==> src/sv/hsv2rgb_pkg.sv <==
// Package for the HSV to RGB converter: beat structs, sector codes and
// the fixed-point constants shared by all pipeline stages.
// No dependencies.
`default_nettype none

package hsv2rgb_pkg;

  localparam int unsigned HueW  = 9;
  localparam int unsigned PctW  = 7;
  localparam int unsigned ChW   = 8;
  localparam int unsigned RemW  = 6;
  localparam int unsigned NumW  = 13;
  localparam int unsigned ProdW = 20;
  localparam int unsigned ZW    = 18;
  localparam int unsigned RecW  = 19;
  localparam int unsigned RecSh = 28;
  localparam int unsigned QW    = 9;

  localparam logic [HueW-1:0] SectorDeg = 9'd60;
  localparam logic [NumW-1:0] FullNum   = 13'd6000;
  localparam logic [RecW-1:0] Recip625  = 19'd429497;
  localparam logic [ChW-1:0]  ChMax     = 8'd255;

  typedef enum logic [2:0] {
    SEC_R_TO_Y = 3'd0,
    SEC_Y_TO_G = 3'd1,
    SEC_G_TO_C = 3'd2,
    SEC_C_TO_B = 3'd3,
    SEC_B_TO_M = 3'd4,
    SEC_M_TO_R = 3'd5
  } sector_e;

  typedef struct packed {
    logic [HueW-1:0] hue_deg;
    logic [PctW-1:0] sat_pct;
    logic [PctW-1:0] val_pct;
  } hsv_in_t;

  typedef struct packed {
    logic [ChW-1:0] red;
    logic [ChW-1:0] green;
    logic [ChW-1:0] blue;
  } rgb_out_t;

  typedef struct packed {
    logic            valid;
    sector_e         sector;
    logic [RemW-1:0] rem;
    logic [PctW-1:0] sat;
    logic [PctW-1:0] val;
  } sec_beat_t;

  typedef struct packed {
    logic            valid;
    sector_e         sector;
    logic [PctW-1:0] val;
    logic [NumW-1:0] num_p;
    logic [NumW-1:0] num_q;
    logic [NumW-1:0] num_t;
  } term_beat_t;

  function automatic logic [NumW-1:0] clamp_num(input logic [NumW-1:0] sub);
    logic [NumW-1:0] res;
    res = (sub >= FullNum) ? '0 : (FullNum - sub);
    return res;
  endfunction

endpackage

`default_nettype wire

==> src/sv/hsv2rgb_sector.sv <==
// Stage one: splits the hue into its sector and the position within it.
// Depends on hsv2rgb_pkg.
`default_nettype none

module hsv2rgb_sector (
  input  logic                   clk_i,
  input  logic                   rst_ni,
  input  logic                   valid_i,
  input  hsv2rgb_pkg::hsv_in_t   data_i,
  output hsv2rgb_pkg::sec_beat_t beat_o
);
  import hsv2rgb_pkg::*;

  logic            valid_q;
  sector_e         sector_d, sector_q;
  logic [RemW-1:0] rem_d, rem_q;
  logic [PctW-1:0] sat_q, val_q;
  logic [3:0]      quot;
  logic [HueW-1:0] base;
  logic [HueW-1:0] diff;

  always_comb begin
    quot = '0;
    for (int k = 1; k <= 8; k++) begin
      if (data_i.hue_deg >= HueW'(k * 60)) begin
        quot = quot + 4'd1;
      end
    end
    base     = HueW'(quot) * SectorDeg;
    diff     = data_i.hue_deg - base;
    rem_d    = diff[RemW-1:0];
    sector_d = sector_e'((quot >= 4'd6) ? 3'(quot - 4'd6) : quot[2:0]);
  end

  always_ff @(posedge clk_i or negedge rst_ni) begin
    if (!rst_ni) begin
      valid_q <= 1'b0;
    end else begin
      valid_q <= valid_i;
    end
  end

  always_ff @(posedge clk_i) begin
    sector_q <= sector_d;
    rem_q    <= rem_d;
    sat_q    <= data_i.sat_pct;
    val_q    <= data_i.val_pct;
  end

  assign beat_o = '{valid: valid_q, sector: sector_q, rem: rem_q, sat: sat_q, val: val_q};

endmodule

`default_nettype wire

==> src/sv/hsv2rgb_terms.sv <==
// Stage two: forms the p, q and t numerators, clamped at zero.
// Depends on hsv2rgb_pkg.
`default_nettype none

module hsv2rgb_terms (
  input  logic                    clk_i,
  input  logic                    rst_ni,
  input  hsv2rgb_pkg::sec_beat_t  beat_i,
  output hsv2rgb_pkg::term_beat_t beat_o
);
  import hsv2rgb_pkg::*;

  logic            valid_q;
  sector_e         sector_q;
  logic [PctW-1:0] val_q;
  logic [NumW-1:0] num_p_d, num_q_d, num_t_d;
  logic [NumW-1:0] num_p_q, num_q_q, num_t_q;
  logic [RemW-1:0] rem_inv;

  always_comb begin
    rem_inv = RemW'(SectorDeg) - beat_i.rem;
    num_p_d = clamp_num(NumW'(SectorDeg) * NumW'(beat_i.sat));
    num_q_d = clamp_num(NumW'(beat_i.rem) * NumW'(beat_i.sat));
    num_t_d = clamp_num(NumW'(rem_inv) * NumW'(beat_i.sat));
  end

  always_ff @(posedge clk_i or negedge rst_ni) begin
    if (!rst_ni) begin
      valid_q <= 1'b0;
    end else begin
      valid_q <= beat_i.valid;
    end
  end

  always_ff @(posedge clk_i) begin
    sector_q <= beat_i.sector;
    val_q    <= beat_i.val;
    num_p_q  <= num_p_d;
    num_q_q  <= num_q_d;
    num_t_q  <= num_t_d;
  end

  assign beat_o = '{valid: valid_q, sector: sector_q, val: val_q,
                    num_p: num_p_q, num_q: num_q_q, num_t: num_t_q};

endmodule

`default_nettype wire

==> src/sv/hsv2rgb_scale.sv <==
// Three-stage channel scaler: floor(255 * val * num / 600000), saturated.
// Divides by 40000 as a shift by 6 and a reciprocal multiply for 625.
// Depends on hsv2rgb_pkg.
`default_nettype none

module hsv2rgb_scale (
  input  logic                         clk_i,
  input  logic                         rst_ni,
  input  logic                         valid_i,
  input  logic [hsv2rgb_pkg::PctW-1:0] val_i,
  input  logic [hsv2rgb_pkg::NumW-1:0] num_i,
  output logic                         valid_o,
  output logic [hsv2rgb_pkg::ChW-1:0]  ch_o
);
  import hsv2rgb_pkg::*;

  logic [2:0]             valid_q;
  logic [ProdW-1:0]       prod_q;
  logic [ZW-1:0]          z_q;
  logic [ChW-1:0]         ch_q;
  logic [ProdW+4-1:0]     y;
  logic [ZW+RecW-1:0]     recip_prod;
  logic [QW-1:0]          quot;

  always_comb begin
    y          = {prod_q, 4'b0000} + (ProdW+4)'(prod_q);
    recip_prod = (ZW+RecW)'(z_q) * (ZW+RecW)'(Recip625);
    quot       = recip_prod[RecSh +: QW];
  end

  always_ff @(posedge clk_i or negedge rst_ni) begin
    if (!rst_ni) begin
      valid_q <= '0;
    end else begin
      valid_q <= {valid_q[1:0], valid_i};
    end
  end

  always_ff @(posedge clk_i) begin
    prod_q <= ProdW'(val_i) * ProdW'(num_i);
    z_q    <= y[ProdW+4-1:6];
    ch_q   <= (quot > QW'(ChMax)) ? ChMax : quot[ChW-1:0];
  end

  assign valid_o = valid_q[2];
  assign ch_o    = ch_q;

endmodule

`default_nettype wire

==> src/sv/hsv_to_rgb_converter.sv <==
// Top level of the HSV to RGB converter: sector split, term forming,
// four channel scalers and the sector routing register.
// Depends on hsv2rgb_pkg, hsv2rgb_sector, hsv2rgb_terms, hsv2rgb_scale.
//
// Usage:
//   Drive in_i and raise start for one cycle per beat; busy is always low,
//   so a new beat may enter every clock cycle.
//   Each beat gives one RGB triple on result_o, marked by result_valid_o for
//   exactly one cycle: it passes the sector register, the term register,
//   the scaler stages and the output register in that order.
//   Throughput is one beat per cycle; every stage is a plain register stage
//   and the four channel scalers work in parallel.
//   Hue wraps every 360 degrees; saturation above 100 drives a term to zero
//   and value above 100 saturates a channel at 255.
//   Reset clears all valid bits; beats in flight are dropped.
//   The receiver cannot stall: each result must be taken in its cycle.
`default_nettype none

module hsv_to_rgb_converter (
  input  logic                  clk_i,
  input  logic                  rst_ni,
  input  logic                  start,
  output logic                  busy,
  input  hsv2rgb_pkg::hsv_in_t  in_i,
  output logic                  result_valid_o,
  output hsv2rgb_pkg::rgb_out_t result_o
);
  import hsv2rgb_pkg::*;

  sec_beat_t      sec_beat;
  term_beat_t     term_beat;
  logic [3:0]     ch_valid;
  logic [ChW-1:0] ch_v, ch_p, ch_q, ch_t;
  sector_e        sector_q [3];
  logic           valid_q;
  rgb_out_t       result_d, result_q;

  assign busy = 1'b0;

  hsv2rgb_sector u_sector (
    .clk_i   (clk_i),
    .rst_ni  (rst_ni),
    .valid_i (start),
    .data_i  (in_i),
    .beat_o  (sec_beat)
  );

  hsv2rgb_terms u_terms (
    .clk_i  (clk_i),
    .rst_ni (rst_ni),
    .beat_i (sec_beat),
    .beat_o (term_beat)
  );

  hsv2rgb_scale u_scale_v (
    .clk_i   (clk_i),
    .rst_ni  (rst_ni),
    .valid_i (term_beat.valid),
    .val_i   (term_beat.val),
    .num_i   (FullNum),
    .valid_o (ch_valid[0]),
    .ch_o    (ch_v)
  );

  hsv2rgb_scale u_scale_p (
    .clk_i   (clk_i),
    .rst_ni  (rst_ni),
    .valid_i (term_beat.valid),
    .val_i   (term_beat.val),
    .num_i   (term_beat.num_p),
    .valid_o (ch_valid[1]),
    .ch_o    (ch_p)
  );

  hsv2rgb_scale u_scale_q (
    .clk_i   (clk_i),
    .rst_ni  (rst_ni),
    .valid_i (term_beat.valid),
    .val_i   (term_beat.val),
    .num_i   (term_beat.num_q),
    .valid_o (ch_valid[2]),
    .ch_o    (ch_q)
  );

  hsv2rgb_scale u_scale_t (
    .clk_i   (clk_i),
    .rst_ni  (rst_ni),
    .valid_i (term_beat.valid),
    .val_i   (term_beat.val),
    .num_i   (term_beat.num_t),
    .valid_o (ch_valid[3]),
    .ch_o    (ch_t)
  );

  always_ff @(posedge clk_i) begin
    sector_q[0] <= term_beat.sector;
    sector_q[1] <= sector_q[0];
    sector_q[2] <= sector_q[1];
  end

  always_comb begin
    unique case (sector_q[2])
      SEC_R_TO_Y: result_d = '{red: ch_v, green: ch_t, blue: ch_p};
      SEC_Y_TO_G: result_d = '{red: ch_q, green: ch_v, blue: ch_p};
      SEC_G_TO_C: result_d = '{red: ch_p, green: ch_v, blue: ch_t};
      SEC_C_TO_B: result_d = '{red: ch_p, green: ch_q, blue: ch_v};
      SEC_B_TO_M: result_d = '{red: ch_t, green: ch_p, blue: ch_v};
      default:    result_d = '{red: ch_v, green: ch_p, blue: ch_q};
    endcase
  end

  always_ff @(posedge clk_i or negedge rst_ni) begin
    if (!rst_ni) begin
      valid_q <= 1'b0;
    end else begin
      valid_q <= &ch_valid;
    end
  end

  always_ff @(posedge clk_i) begin
    result_q <= result_d;
  end

  assign result_valid_o = valid_q;
  assign result_o       = result_q;

endmodule

`default_nettype wire

==> config.mk <==
export PLATFORM = sky130hd
export DESIGN_NAME = hsv_to_rgb_converter
export DESIGN_NICKNAME = d
export VERILOG_FILES = /design/src/sv/hsv2rgb_pkg.sv /design/src/sv/hsv2rgb_sector.sv /design/src/sv/hsv2rgb_terms.sv /design/src/sv/hsv2rgb_scale.sv /design/src/sv/hsv_to_rgb_converter.sv
export SDC_FILE = /design/constraint.sdc
export NUM_CORES = 2
export LEC_CHECK = 0
export BUFFER_PORTS_ARGS = -buffer_cell sky130_fd_sc_hd__buf_4
export CAP_MARGIN = 30
export CORE_MARGIN = 10
export CORE_UTILIZATION = 50
export CTS_BUF_LIST = sky130_fd_sc_hd__clkbuf_2
export CTS_CLUSTER_DIAMETER = 200
export DETAILED_ROUTE_END_ITERATION = 8
export GPL_TIMING_DRIVEN = 0
export PLACE_DENSITY = 0.65
export SYNTH_ARGS = -nofsm -noshare
export SYNTH_HDL_FRONTEND = slang
export SYNTH_SLANG_ARGS = --single-unit
==> constraint.sdc <==
create_clock -name clk_i -period 6.4 [get_ports clk_i]
set_input_delay 1.28 -clock clk_i [delete_from_list [all_inputs] [get_ports clk_i]]
set_output_delay 1.28 -clock clk_i [all_outputs]
set_load 0.01 [all_outputs]
==> results.cfg <==
[setup_path]
critPathKind = reg -> reg
crit_end = u_scale_v.ch_o[0]
worstPathCellList = ha_2, inv_1, fa_1, inv_1, fa_1, fa_1, fa_1, inv_1, fa_1, inv_1, ha_1, and4_1, and3_1, nand2_1, a31oi_1, a211oi_4, a221oi_4, o41ai_1, xor2_1, buf_4, nand2_1
critPathMostFrequentCell = fa_1
worstPathRequired_ns = 7.27
r2r_cells = 21
slowest_delay_ns = 0.58
crit_start = u_scale_v.z_q[9]
crit_arrival_ns = 7.06
crit_fanout = 7
slowest_stage = fa_1
endpoint_kind = flop
r2r_setup_slack_ns = 0.21
r2r_end = u_scale_v.ch_o[0]
cp-start-kind = flop
r2r-start = u_scale_v.z_q[9]

[final_layout]
stdcell_count = 6131
final_area_um2 = 48800
fin_util = 0.534
fin_nets = 6528
area_growth_pct = 5.92
seq_area_um2 = 5800
drive_gt1_frac = 0.0500
n_fill_cell = 8313
multiInputGateArea_um2 = 35700

[grt]
grt_overflow = 0
grtUsageTotal = 0.192
grt_pass1_vias = 32700
grt-busiest-layer = met2
grt_max_degree = 11
grt_util_met3 = 0.0342
met2_usage = 0.307
antenna_found_initial = 2
grt_first_pass_wirelength_um = 163000
use_met1 = 0.266

[clock_network]
clk_latency_ns = 1.06
cts_tree = built
cts.path.max_buffers = 3
path_clk_slew_ns = 0.10
cts_sinks = 287
numCtsBuffers = 77
cts_root_buffer = clkbuf_2
ctsHtreeMaxLevel = 3

[placement]
placed_area_um2 = 48000
dpl.hpwl_um = 84500
place_inst = 6001
finalWeightedCongestion = 0.908
port_buffers = 49

[sta]
max_freq_mhz = 162
fin_crit_ns = 6.19
finalHoldViolCount = 0
post-route-period-util = 0.967
setup_viol = 0
drv_slew = 0
whs_ns = 0.326
finClkSkew_ns = 0.0851
worstMarginPinSlew_ns = 1.03
relSlewSlack = 0.313

[routing]
route.detailed.drc = 0
drtAntennaViolNets = 0
drtPass1Iterations = 7
wl_um = 96600
dr_total_vias = 30900
drtIter0Drc = 1450
drt-vias-per-instance = 5.04
wl_per_cell_um = 15.8

[floorplanning]
die_w_um = 324
initial_core_util = 0.504
std_cell_rows = 111
die-area_um2 = 105000
dieHeight_um = 324
core_um2 = 91500
io_pins = 52

[synthesis]
synth_area_leaders = fa_1 (32%), ha_1 (24%), dfxtp_1 (12%)
synth_top_family_by_area = adder cells
synth_xor_area_frac = 0.0433
synthAdderAreaFrac = 0.556
synth_edf_count = 0
synthMuxAreaShare = 0.00765
async_flop_share = 0.0209
netlist-cell-type-count = 81
synth_top_area_share = 0.319
postSynthAreaPerCell_um2 = 9.67
synth_top_area_cell = fa_1
synth-seq-cells = 287
syn-num-nets = 6399
yosys_warnings = 0
syn-instance-count = 4766
seq_area_frac_synth = 0.125
synth_compound_area_frac = 0.0750
synth_flop_cell = dfxtp_1
synth_simple_gate_area_frac = 0.0914
netlist_area_um2 = 46100

[outcome]
status = finished, final reports clean

[job]
drv_cap = 0

[worst_hold_path]
hold_path_class = in -> reg
## cell usage after synthesis, drive strengths merged, types with 6 or more instances
| library cell | instances |
|---|---|
| a32oi | 8 |
| and3 | 25 |
| or2 | 14 |
| fa | 735 |
| ha | 872 |
| nand3 | 44 |
| inv | 1177 |
| o21bai | 19 |
| o21ai | 83 |
| mux2i | 24 |
| a21oi | 158 |
| clkbuf | 52 |
| dfrtp | 6 |
| o2111ai | 8 |
| o21a | 32 |
| xnor2 | 151 |
| a21boi | 6 |
| nor3b | 15 |
| mux2 | 10 |
| nor3 | 48 |
| nand2b | 27 |
| o31ai | 11 |
| or3 | 12 |
| a2111oi | 7 |
| buf | 13 |
| a221o | 10 |
| nand2 | 255 |
| a31oi | 18 |
| and2 | 170 |
| dfxtp | 281 |
| nor2b | 31 |
| nand4 | 10 |
| o211ai | 9 |
| nor2 | 181 |
| o41ai | 9 |
| xor2 | 69 |
| a21o | 64 |
| and4 | 6 |
| a211oi | 18 |
## registers in the layout (all words and copies together) (netlist names), 6 cells and up
register          flops
u_terms.val_q         7
result_o             24
u_scale_v.ch_o        8
u_scale_q.prod_q     20
u_terms.num_p_q      11
u_sector.rem_q        6
u_scale_p.prod_q     18
sector_q              9
u_terms.num_t_q      13
u_scale_p.z_q        18
u_scale_q.z_q        18
u_scale_t.prod_q     20
u_scale_v.prod_q     16
u_scale_v.z_q        18
u_scale_t.ch_o        8
u_sector.val_q        7
u_scale_q.ch_o        8
u_sector.sat_q        7
u_terms.num_q_q      13
u_scale_t.z_q        18
u_scale_p.ch_o        8
## repair_timing
item	4_1_cts	5_1_grt
buffers inserted	0	3
setup endpoints to repair	17	31
hold endpoints to repair	6	0
hold buffers	1	0
pin swaps	1	1
gates resized for setup	15	29
## area by class of cell
class                   instances  area share
repair buffers                 53     0.00820
well taps                    1186      0.0304
plain buffers                  62     0.00533
diodes                          1   0.0000512
inverters                    1177      0.0905
multi-input cells            3237       0.732
flip-flops and latches        287       0.119
clock inverters                32     0.00541
clock buffers                  96     0.00984
## placed cells by master (no fill, tap or decap), types with 64 or more instances in the layout
master,count
dfxtp_1,265
and2_1,169
xnor2_1,150
ha_1,870
xor2_1,69
fa_1,735
a21oi_1,154
nor2_1,181
inv_1,1177
clkbuf_2,103
nand2_1,255
a21o_1,64
o21ai_0,77
## how the worst min path moves through the flow
stage / cells after the start / endpoint / start / slack [ns]
after floorplan: 0 / sector_q[0][0] / u_terms.sector_q[0] / 0.31
after global placement: 0 / u_terms.val_q[4] / u_sector.val_q[4] / 0.31
final: 1 / u_sector.valid_q / start / 0.33
after detailed placement: 0 / sector_q[0][6] / sector_q[0][3] / 0.31
after global routing: 1 / u_sector.valid_q / start / 0.20
after CTS: 1 / u_sector.rem_q[1] / in_i[15] / 0.15
## routing by layer
metal / part of all wire / vias up
met5: 0.00013 / -
met4: 0.020 / 2
met3: 0.052 / 138
met2: 0.45 / 655
met1: 0.48 / 14800
li1: - / 15300
## critical path: cells and delay by family (launching register included)
family	cells	cell delay, ns
and+or+nand+nor	4	0.63
DFF	1	0.51
xor gates and xnor gates	1	0.27
adders and majority gates	7	3.19
buffers and inverters	5	0.42
AOI/OAI and AO/OA	4	0.98
## logic make-up after synthesis
logic type | count (synthesis)
fa+ha+maj | 1607
buf+inv | 1242
simple gates | 854
compound gates | 518
flops | 287
xor+xnor | 223
mux | 34
other cells | 1
## per-stage QoR
step | setup slack [ns] | setup TNS [ns]
final | 0.209 | 0
after global routing | -0.0417 | -0.125
after global placement | -0.511 | -4.20
after floorplan | 0.0722 | 0
after detailed placement | -0.573 | -4.63
after CTS | 0.0529 | 0
Power is left out: the tool's default activity adds up to more than one toggle a clock period on the data nets, which glitch-free logic cannot reach.
